**src/rtl/fifo_with_index_and_search_core_defines.svh**
```systemverilog
// Assertion macros shared by the queue RTL.
`ifndef FIFO_WITH_INDEX_AND_SEARCH_CORE_DEFINES_SVH
`define FIFO_WITH_INDEX_AND_SEARCH_CORE_DEFINES_SVH

// same-cycle implication, sampled on clk, off while in reset
`define FWIS_ASSERT_IMP(label, ante, cons, msg) \
	label: assert property (@(posedge clk) disable iff (!arst_n) (ante) |-> (cons)) \
		else $error(msg);

// next-cycle implication
`define FWIS_ASSERT_NXT(label, ante, cons, msg) \
	label: assert property (@(posedge clk) disable iff (!arst_n) (ante) |=> (cons)) \
		else $error(msg);

`endif

```
**src/rtl/fwis_pkg.sv**
```systemverilog
// Types and constants for the indexed, searchable queue.
`default_nettype none

package fwis_pkg;

	localparam int DEPTH     = 16;                 // power of two: slot pointers wrap
	localparam int WORD_BITS = 32;
	localparam int SLOT_BITS = $clog2(DEPTH);
	localparam int CNT_BITS  = $clog2(DEPTH + 1);
	localparam int POS_BITS  = 8;
	localparam int FPOS_BITS = 4;
	localparam int OCC_BITS  = 5;
	localparam int S_DATA_BITS = 40;
	localparam int M_DATA_BITS = 48;

	typedef enum logic [1:0] {
		MODE_PUSH   = 2'd0,
		MODE_POP    = 2'd1,
		MODE_READ   = 2'd2,
		MODE_SEARCH = 2'd3
	} mode_t;

	typedef enum logic [1:0] {
		STAT_OK    = 2'd0,
		STAT_FULL  = 2'd1,
		STAT_EMPTY = 2'd2,
		STAT_MISS  = 2'd3
	} status_t;

endpackage

`default_nettype wire

```
**src/rtl/fifo_with_index_and_search_core.sv**
```systemverilog
// Queue of words with pop, indexed read and first-match search over one memory.
`default_nettype none

// Sixteen-entry queue of 32-bit words held in a circular store in a single
// synchronous RAM (one write port, one read port, registered read data).
// One operation per input beat, one result beat per operation, in order.
// The core handles one operation at a time: a push, or any operation that
// fails at once (full, empty, bad position), goes from idle straight to the
// done state; pop and read pass through a fetch state (RAM read, then
// result). A search reads the stored words through the RAM read port one per
// cycle from the oldest to the first match. Results leave through an output
// register, so the next beat is taken while a result waits on m_tready.
// No clearing pass after reset: entries are only ever read once written.
module fifo_with_index_and_search_core (
	input  wire                                  clk,
	input  wire                                  arst_n,
	input  wire                                  s_tvalid,
	output logic                                 s_tready,
	input  wire  [fwis_pkg::S_DATA_BITS-1:0]     s_tdata,  // value[31:0], position[39:32]
	input  fwis_pkg::mode_t                      s_tuser,  // mode
	output logic                                 m_tvalid,
	input  wire                                  m_tready,
	output logic [fwis_pkg::M_DATA_BITS-1:0]     m_tdata,  // data[31:0], found_position[35:32],
	                                                       // occupancy[40:36], is_empty[41],
	                                                       // is_full[42], zero[47:43]
	output fwis_pkg::status_t                    m_tuser   // status
);
	import fwis_pkg::*;

	`include "fifo_with_index_and_search_core_defines.svh"

	typedef enum logic [3:0] {
		ST_IDLE  = 4'b0001,
		ST_FETCH = 4'b0010,
		ST_SCAN  = 4'b0100,
		ST_DONE  = 4'b1000
	} state_t;

	state_t                 state_q;
	logic [SLOT_BITS-1:0]   oldest_q;
	logic [CNT_BITS-1:0]    count_q;
	logic [CNT_BITS-1:0]    idx_q;
	mode_t                  mode_q;
	logic [WORD_BITS-1:0]   value_q;

	logic [WORD_BITS-1:0]   res_data_q;
	status_t                res_status_q;
	logic [FPOS_BITS-1:0]   res_found_q;

	logic                   out_valid_q;
	logic [WORD_BITS-1:0]   out_data_q;
	status_t                out_status_q;
	logic [FPOS_BITS-1:0]   out_found_q;
	logic [OCC_BITS-1:0]    out_occ_q;
	logic                   out_empty_q;
	logic                   out_full_q;

	logic [WORD_BITS-1:0]   mem [DEPTH];
	logic [WORD_BITS-1:0]   rd_data_s1;
	logic                   mem_we;
	logic [SLOT_BITS-1:0]   mem_waddr;
	logic                   mem_re;
	logic [SLOT_BITS-1:0]   mem_raddr;

	logic                   in_fire;
	logic [WORD_BITS-1:0]   in_value;
	logic [POS_BITS-1:0]    in_pos;
	logic                   q_empty;
	logic                   q_full;
	logic                   pos_bad;
	logic                   scan_hit;
	logic                   scan_last;
	logic                   out_free;
	logic [CNT_BITS-1:0]    idx_nxt;

	assign s_tready  = (state_q == ST_IDLE);
	assign in_fire   = s_tvalid && s_tready;
	assign in_value  = s_tdata[WORD_BITS-1:0];
	assign in_pos    = s_tdata[WORD_BITS +: POS_BITS];
	assign q_empty   = (count_q == '0);
	assign q_full    = (count_q == CNT_BITS'(DEPTH));
	assign pos_bad   = (in_pos >= POS_BITS'(count_q));
	assign scan_hit  = (rd_data_s1 == value_q);
	assign idx_nxt   = idx_q + CNT_BITS'(1);
	assign scan_last = (idx_nxt == count_q);
	assign out_free  = !out_valid_q || m_tready;

	// RAM port control
	always_comb begin
		mem_we    = 1'b0;
		mem_waddr = oldest_q + count_q[SLOT_BITS-1:0];
		mem_re    = 1'b0;
		mem_raddr = oldest_q;
		case (state_q)
			ST_IDLE: begin
				if (in_fire) begin
					case (s_tuser)
						MODE_PUSH:   mem_we = !q_full;
						MODE_POP:    mem_re = !q_empty;
						MODE_READ: begin
							mem_re    = !q_empty && !pos_bad;
							mem_raddr = oldest_q + in_pos[SLOT_BITS-1:0];
						end
						MODE_SEARCH: mem_re = !q_empty;
						default:     mem_re = 1'b0;
					endcase
				end
			end
			ST_SCAN: begin
				// fetch the next entry while the current one is compared
				mem_re    = !scan_hit && !scan_last;
				mem_raddr = oldest_q + idx_nxt[SLOT_BITS-1:0];
			end
			default: mem_re = 1'b0;
		endcase
	end

	always_ff @(posedge clk) begin
		if (mem_we) begin
			mem[mem_waddr] <= in_value;
		end
		if (mem_re) begin
			rd_data_s1 <= mem[mem_raddr];
		end
	end

	always_ff @(posedge clk or negedge arst_n) begin
		if (!arst_n) begin
			state_q     <= ST_IDLE;
			oldest_q    <= '0;
			count_q     <= '0;
			out_valid_q <= 1'b0;
		end else begin
			if (out_valid_q && m_tready) begin
				out_valid_q <= 1'b0;
			end
			case (state_q)
				ST_IDLE: begin
					if (in_fire) begin
						mode_q       <= s_tuser;
						value_q      <= in_value;
						idx_q        <= '0;
						res_data_q   <= '0;
						res_found_q  <= '0;
						res_status_q <= STAT_OK;
						state_q      <= ST_DONE;
						case (s_tuser)
							MODE_PUSH: begin
								if (q_full) begin
									res_status_q <= STAT_FULL;
								end else begin
									count_q <= count_q + CNT_BITS'(1);
								end
							end
							MODE_POP: begin
								if (q_empty) begin
									res_status_q <= STAT_EMPTY;
								end else begin
									state_q <= ST_FETCH;
								end
							end
							MODE_READ: begin
								if (q_empty) begin
									res_status_q <= STAT_EMPTY;
								end else if (pos_bad) begin
									res_status_q <= STAT_MISS;
								end else begin
									state_q <= ST_FETCH;
								end
							end
							MODE_SEARCH: begin
								if (q_empty) begin
									res_status_q <= STAT_EMPTY;
								end else begin
									state_q <= ST_SCAN;
								end
							end
							default: state_q <= ST_DONE;
						endcase
					end
				end
				ST_FETCH: begin
					res_data_q <= rd_data_s1;
					if (mode_q == MODE_POP) begin
						oldest_q <= oldest_q + SLOT_BITS'(1);
						count_q  <= count_q - CNT_BITS'(1);
					end
					state_q <= ST_DONE;
				end
				ST_SCAN: begin
					if (scan_hit) begin
						res_found_q <= idx_q[FPOS_BITS-1:0];
						state_q     <= ST_DONE;
					end else if (scan_last) begin
						res_status_q <= STAT_MISS;
						state_q      <= ST_DONE;
					end else begin
						idx_q <= idx_nxt;
					end
				end
				ST_DONE: begin
					if (out_free) begin
						out_valid_q <= 1'b1;
						state_q     <= ST_IDLE;
					end
				end
				default: state_q <= ST_IDLE;
			endcase
		end
	end

	// result beat payload, taken from the queue state after the operation
	always_ff @(posedge clk) begin
		if (state_q == ST_DONE && out_free) begin
			out_data_q   <= res_data_q;
			out_status_q <= res_status_q;
			out_found_q  <= res_found_q;
			out_occ_q    <= OCC_BITS'(count_q);
			out_empty_q  <= q_empty;
			out_full_q   <= q_full;
		end
	end

	assign m_tvalid = out_valid_q;
	assign m_tuser  = out_status_q;
	assign m_tdata  = {5'b0, out_full_q, out_empty_q, out_occ_q, out_found_q, out_data_q};

	`FWIS_ASSERT_IMP(a_count_bound, 1'b1, count_q <= CNT_BITS'(DEPTH),
		"entry count beyond capacity")
	`FWIS_ASSERT_IMP(a_scan_in_range, state_q == ST_SCAN, idx_q < count_q,
		"search index past stored entries")
	`FWIS_ASSERT_NXT(a_push_grows, in_fire && s_tuser == MODE_PUSH && !q_full,
		count_q == $past(count_q) + CNT_BITS'(1), "push did not grow the queue")
	`FWIS_ASSERT_NXT(a_pop_advances, state_q == ST_FETCH && mode_q == MODE_POP,
		oldest_q == $past(oldest_q) + SLOT_BITS'(1), "pop did not advance oldest slot")
	`FWIS_ASSERT_IMP(a_flags_match, out_valid_q,
		out_empty_q == (out_occ_q == '0), "empty flag disagrees with occupancy")

endmodule

`default_nettype wire
```
**config.mk**
```make
export PLATFORM = sky130hd
export DESIGN_NAME = fifo_with_index_and_search_core
export DESIGN_NICKNAME = d
export VERILOG_FILES = /design/src/rtl/fwis_pkg.sv /design/src/rtl/fifo_with_index_and_search_core.sv
export VERILOG_INCLUDE_DIRS = /design/src /design/src/rtl
export SDC_FILE = /design/constraint.sdc
export NUM_CORES = 1
export LEC_CHECK = 0
export ABC_CLOCK_PERIOD_IN_PS = 6900
export BUFFER_PORTS_ARGS = -buffer_cell sky130_fd_sc_hd__buf_4
export CORE_MARGIN = 4
export CORE_UTILIZATION = 35
export DETAILED_ROUTE_END_ITERATION = 10
export GPL_TIMING_DRIVEN = 0
export SYNTH_ARGS = -nofsm -noshare
export SYNTH_HDL_FRONTEND = slang
export SYNTH_SLANG_ARGS = --single-unit
```
**constraint.sdc**
```tcl
create_clock -name clk -period 6.9 [get_ports clk]
set_clock_uncertainty 0.2 [all_clocks]
set_input_delay 1.035 -clock clk [delete_from_list [all_inputs] [get_ports clk]]
set_output_delay 1.035 -clock clk [all_outputs]
set_load 0.005 [all_outputs]
```
### Word-level counts from Yosys, hierarchy flattened

Memory sizes are Yosys's and may differ from the RTL's. A register that Yosys moved wholly into a read port is not among the register bits.
Cells that the tools add are included.

| word-level totals | value |
|---|---|
| flip-flop bits (word level) | 136 |
| RAM bits | 512 |
| input port bits | 46 |
| output and inout bits | 52 |
| logic and storage cells | 118 |
| memories | 1 |

Memories:

| name | words | width | read ports | clocked after memory_dff | write ports | RTL line | RTL |
|---|---|---|---|---|---|---|---|
| mem | 16 | 32 | 1 | 1 | 1 | fifo_with_index_and_search_core.sv:58 | `logic [WORD_BITS-1:0] mem [DEPTH];` |

| cells by class | value |
|---|---|
| $add $sub $neg | 7 |
| magnitude comparators | 1 |
| equality and inequality tests | 21 |
| muxes and demuxes | 47 |
| reductions and logical operators | 25 |

Operators with widths:

| operator | number |
|---|---|
| $pmux W32 S2 | 1 |
| $mux W4 | 12 |
| $mux W5 | 7 |
| $eq A32 B32 Y1 | 1 |
| $mux W32 | 1 |
| $pmux W5 S2 | 2 |
| $pmux W4 S2 | 2 |
| $pmux W4 S4 | 1 |
| $reduce_and A5 Y1 | 3 |
| $ne A2 B2 Y1 const B | 7 |
| $add A4 B4 Y4 | 3 |
| $mux W2 | 6 |
| $pmux W4 S3 | 1 |
| $add A5 B1 Y5 const B | 2 |
| $mux W1 | 10 |
| $reduce_and A3 Y1 | 3 |
| $ge A8 B5 Y1 | 1 |
| $logic_not A1 Y1 | 6 |
| $pmux W2 S3 | 1 |
| $eq A5 B5 Y1 | 1 |
| $eq A5 B5 Y1 const B | 1 |
| $logic_and A1 B1 Y1 | 5 |
| $logic_not A5 Y1 | 1 |
| $sub A5 B1 Y5 const B | 1 |
| other kinds (17) | 22 |

### Depth between registers and ports, before layout

| logic depth | value |
|---|---|
| depth after elaboration | 7 |
| mapped depth | 12 |

### Worst setup path after synthesis

No wires, ideal clock.

| timing | value |
|---|---|
| kind | input -> register |
| from | in s_tdata[32] (netlist name) |
| to | reg rd_data_s1[0] (read register of mem) (enable) |
| data arrival time | 4.737 ns |
| data required time | 6.230 ns |
| slack | 1.493 ns |
| stages on the path | 9 |
| cell sequence | inv_1 > ha_1 > nand2b_1 > a21o_1 > a21o_1 > a21o_1 > a21oi_1 > a21oi_1 > o31ai_1 |

| between the ends | value |
|---|---|
| cells in the longest elaborated chain, start to end | 6 |
| elaborated cells on any way between the ends | 10 |
| those cells by class | add/sub: 1; order compare: 1; mux: 6; reduce/logical: 2 |

Ends and longest elaborated chain:

| element | RTL line | RTL |
|---|---|---|
| start, declared | fifo_with_index_and_search_core.sv:19 | `input wire [fwis_pkg::S_DATA_BITS-1:0] s_tdata,` |
| $ge A8 B5 Y1 | fifo_with_index_and_search_core.sv:82 | `assign pos_bad = (in_pos >= POS_BITS'(count_q));` |
| $logic_not A1 Y1 | fifo_with_index_and_search_core.sv:101 | `mem_re = !q_empty && !pos_bad;` |
| $logic_and A1 B1 Y1 | fifo_with_index_and_search_core.sv:101 |  |
| $pmux W1 S2 | fifo_with_index_and_search_core.sv:97 | `case (s_tuser)` |
| $mux W1 | fifo_with_index_and_search_core.sv:96 | `if (in_fire) begin` |
| $pmux W1 S2 | fifo_with_index_and_search_core.sv:94 | `case (state_q)` |
| net mem_re | fifo_with_index_and_search_core.sv:62 | `logic mem_re;` |
| end, declared | fifo_with_index_and_search_core.sv:59 | `logic [WORD_BITS-1:0] rd_data_s1;` |

The timed path passes the listed nets, and every way through them passes these cells.
A chain may end at the register's enable or synchronous reset.

### Worst setup path in the final report

| timing | value |
|---|---|
| from | reg state_q[0] |
| to | mem mem[3][15] (enable) |

| between the ends | value |
|---|---|
| cells in the longest elaborated chain, start to end | 6 |

Ends and longest elaborated chain:

| element | RTL line | RTL |
|---|---|---|
| start, declared | fifo_with_index_and_search_core.sv:39 | `state_t state_q;` |
| start signal, assigned | fifo_with_index_and_search_core.sv:129 | `state_q <= ST_IDLE;` |
| start signal, assigned | fifo_with_index_and_search_core.sv:146 | `state_q <= ST_DONE;` |
| start signal, assigned | fifo_with_index_and_search_core.sv:159 | `state_q <= ST_FETCH;` |
| $eq A4 B1 Y1 (*) | fifo_with_index_and_search_core.sv:76, fifo_with_index_and_search_core.sv:94 |  |
| $logic_and A1 B1 Y1 | fifo_with_index_and_search_core.sv:77 | `assign in_fire = s_tvalid && s_tready;` |
| $mux W1 | fifo_with_index_and_search_core.sv:96 |  |
| $mux W1 (*) | fifo_with_index_and_search_core.sv:94 |  |
| $mux W1 (*) | fifo_with_index_and_search_core.sv:119 | `if (mem_we) begin` |
| $mux W1 (not written as such) (*) | fifo_with_index_and_search_core.sv:120 | `mem[mem_waddr] <= in_value;` |
| end, declared | fifo_with_index_and_search_core.sv:58 |  |

Mark *: on every way between the ends. The rest lies on a longest branch, timed or not.

==> metrics.sh <==
P_PER_AREA_mW_PER_MM2=349.3
YOSYSSEQAREASHARE=0.7384
IO_BUFFERS=92
GLOBAL_ROUTE.OVERFLOW_TOTAL=0
ROWS=102
COMBINATIONALPOWERSHARE=0.220
CRITICAL_PATH_ARRIVAL_PS=4620
P_SW_FRAC=0.2832
POSTLAYOUTSETUPSLACKWORST_PS=2400
CRIT_FANOUT=18
DIE_AREA_MM2=0.08329
HOLDBUFCOUNTCTS=0
PLACEMENT.SETUP.WORST_SLACK_PS=2379
POSTPLACECELLAREA_MM2=0.03020
UTILIZATION=0.4192
SLEW_VIOLATIONS=0
POSTSYNTHREGISTERBITS=680
CP-END-KIND='register'
WORST-SLEW-PIN-TRANSITION_PS=1006
FINAL_REPORT_HOLD_VIOLATION_COUNT=0
TOTAL_LEAKAGE_POWER_uW=0.01039
ROUTED_WIRE_LENGTH_PER_INSTANCE_UM=23.54
CORE-AREA_MM2=0.07772
SYNTH.DISTINCT_CELLS=63
FLOORPLAN.IO_PINS=98
TRITONCTS='yes'
CLOCKBUFFERDEPTH=3
WORST-ENDPOINT-REQUIRED_PS=7020
DP_HPWL_MM=46.25
P_SWITCHING_uW=3223
CTS_SETUP_BUFFERS=0
NETLIST_TOP_CELLS_AREA='edfxtp_1 (73%), mux2i_1 (4.7%), o211ai_1 (2.7%)'
VIA_PER_INST=5.012
POST_SYNTH_INST_COUNT=1596
SYNTHESIS.AREA_PER_INSTANCE_UM2=17.27
SYNTH_AREA_LEADER_CELL='edfxtp_1'
CHIPHEIGHT_UM=288.6
GRT_FIRST_PASS_WIRELENGTH_MM=99.01
CLOCK_POWER_SHARE=0.342
CELLINTERNALPOWER_uW=8156
ROUTABILITYCONGESTION=0.8013
LAYOUT.CELL_AREA.NON_FILLER_MM2=0.03258
MAX_FREQ_MHz=222.2
SHARE_SEQ_OF_TOTAL_POWER=0.437
DETAILROUTE.VIA_COUNT=14454
WORST_SKEW_PAIR.LATE_LATENCY_PS=620
TIMING.HOLD.WORST.CLASS='in -> async'
ANT_NETS=0
DRT-PASS1-ITER-COUNT=5
SYNTHESIS.AREA_MM2=0.02756
NUMBER_OF_GLOBAL_ROUTE_VIAS_BEFORE_REPAIR=14854
FINAL-SETUP-VIOL-COUNT=0
SYNTH-MAIN-FF-CELL='edfxtp_1'
RSZ0062_AT_GRT='false'
TRITONCTS_NUM_SINKS=680
AGGREGATE_ROUTED_WIRE_LENGTH_MM=67.88
REMAINING_DRC_ERRORS=0
FLOORPLAN.INITIALDENSITY=0.3546
SYNTH_ENABLE_FLOP_CELLS=666
TRITONCTS.NUM_BUFFERS=72
CTSHTREEMAXLEVEL=3
POSTSYNTH.ASYNCRESETSHARE=0.02059
DETAILEDROUTE.FIRSTITERATIONVIOLATIONS=1091
SYNTH_TOP_CELLS_BY_COUNT='edfxtp_1 (666), nand2_1 (144), mux2i_1 (129)'
CTS.REPORTEDPATHS.CLKPINSLEW_PS=60
LAYOUT-DRIVE-GT1-SHARE=0.2203
GRT_START_MAX_NET_PINS=27
VDD_DROP_MAX_V=0.0002015
GRTUSAGETOTAL=0.1618
LAYOUT_MIN_CYCLE_TIME_PS=4500
YOSYSMOSTFREQUENTCELL='edfxtp_1'
SYNTH_WARNINGS=0
SLEW_HEADROOM=0.3230
SYNTH_TOP_AREA_SHARE=0.7257
STATUS='finished, final reports clean'
FILL_CELLS=6823
POST_CTS_RESIZE_COUNT=0
NUM-NETS-FINAL=1857
CTS_ROOT_BUFFER='clkbuf_16'
ANTENNA_FOUND_INITIAL=1
FLOORPLAN.DIE.WIDTH_UM=288.6
CRITICALPATHCATEGORY='reg -> reg'
AREA_DELTA_SYNTH_FINAL_PCT=18.22
POST-ROUTE-PERIOD-UTIL=0.6521
MAXCAPVIOLATIONS=0
CRIT_PATH_START_KIND='register'
[routing by layer]
metal / vias up / wire, um / track usage
li1: 6560 / - / -
met1: 7392 / 28740 / 0.2113
met2: 414 / 33680 / 0.2757
met3: 88 / 3994 / 0.03023
met4: 0 / 1469 / 0.04918
met5: - / 0 / 0
[power by group through the flow]
stage	clock [uW]	combinational, uW	sequential [uW]
2_1_floorplan	0	1620	5030
3_3_place_gp	0	2380	5090
3_5_place_dp	0	2520	5070
4_1_cts	3970	2530	4980
5_1_grt	4140	2680	5000
6_report	3900	2500	4980
[critical path, stage by stage, from the launching register on]
cell,delay [ps]
dfstp_2,510
buf_4,180
nor4b_4,460
nand2_1,340
nor4_1,900
nand3_1,540
nor2_4,770
buf_16,240
[state kept, by name (all words and copies together), names as in the netlist]
signal and count:
value_q 32, rd_data_s1 32, mode_q 2, res_found_q 4, state_q 4, idx_q 5
out_full_q 1, res_data_q 32, oldest_q 4, m_tuser 2, mem 512, out_data_q 32
m_tvalid 1, out_occ_q 5, count_q 5, out_found_q 4, res_status_q 2, out_empty_q 1
[cells by family after synthesis]
family / count (synthesis) / share of synthesized area
flip-flops: 680 / 0.7384
multiplexers: 258 / 0.1013
XOR/XNOR: 58 / 0.01843
other: 1 / 0.0001361
AO/OA/AOI/OAI: 172 / 0.05162
buffers and inverters: 104 / 0.02343
AND/OR/NAND/NOR: 300 / 0.05507
adder cells (fa/ha/maj): 23 / 0.01153
[metrics by stage]
| step | cells | hold slack (ps) | power, uW | setup TNS, ps |
|---|---|---|---|---|
| after floorplan | 1600 | 200.3 | 6647 | 0 |
| after global placement | 2732 | 201.5 | 7468 | -73050 |
| after detailed placement | 2754 | 204.5 | 7585 | 0 |
| after CTS | 2883 | 70.60 | 11480 | 0 |
| after global routing | 2883 | 95.72 | 11830 | 0 |
| final | 2884 | 90.25 | 11380 | 0 |
[path summary, 6_finish.rpt]
| check | from | endpoint | slack [ps] | depth (start not counted) |
|---|---|---|---|---|
| min in group clk | res_data_q[14]$_SDFFCE_PN0P_ | out_data_q[14]$_DFFE_PP_ | 210 | 0 |
| max reg2reg | state_q[0]$_DFFE_PN1P_ | mem[3][15]$_DFFE_PP_ | 2400 | 7 |
| max in group asynchronous | arst_n | state_q[0]$_DFFE_PN1P_ | 6150 | 1 |
| max | state_q[0]$_DFFE_PN1P_ | mem[3][15]$_DFFE_PP_ | 2400 | 7 |
| min | arst_n | count_q[2]$_DFFE_PN0P_ | 90 | 1 |
| min reg2reg | res_data_q[14]$_SDFFCE_PN0P_ | out_data_q[14]$_DFFE_PP_ | 210 | 0 |
[final cells by class]
class / instances / area [um^2] / share of cell area
multi-input cells: 816 / 6731 / 0.2066
clock buffers: 90 / 1911 / 0.05864
plain buffers: 89 / 589.3 / 0.01809
well taps: 1040 / 1301 / 0.03994
inverters: 15 / 56.30 / 0.001728
diodes: 1 / 2.502 / 0.00007681
flip-flops and latches: 680 / 20350 / 0.6246
repair buffers: 114 / 1171 / 0.03595
clock inverters: 39 / 466.7 / 0.01432
[placed cells by master, fill, tap and decap left out, types with 42 or more instances in the layout]
master     count
mux2_2        55
mux2i_1      129
edfxtp_1     666
clkbuf_1      45
xnor2_1       48
clkbuf_16     73
mux2_1        63
nand4_1       42
o211ai_1      98
buf_4        102
and2_1        42
nand2_1      144
(Power assumes the default switching activity.)
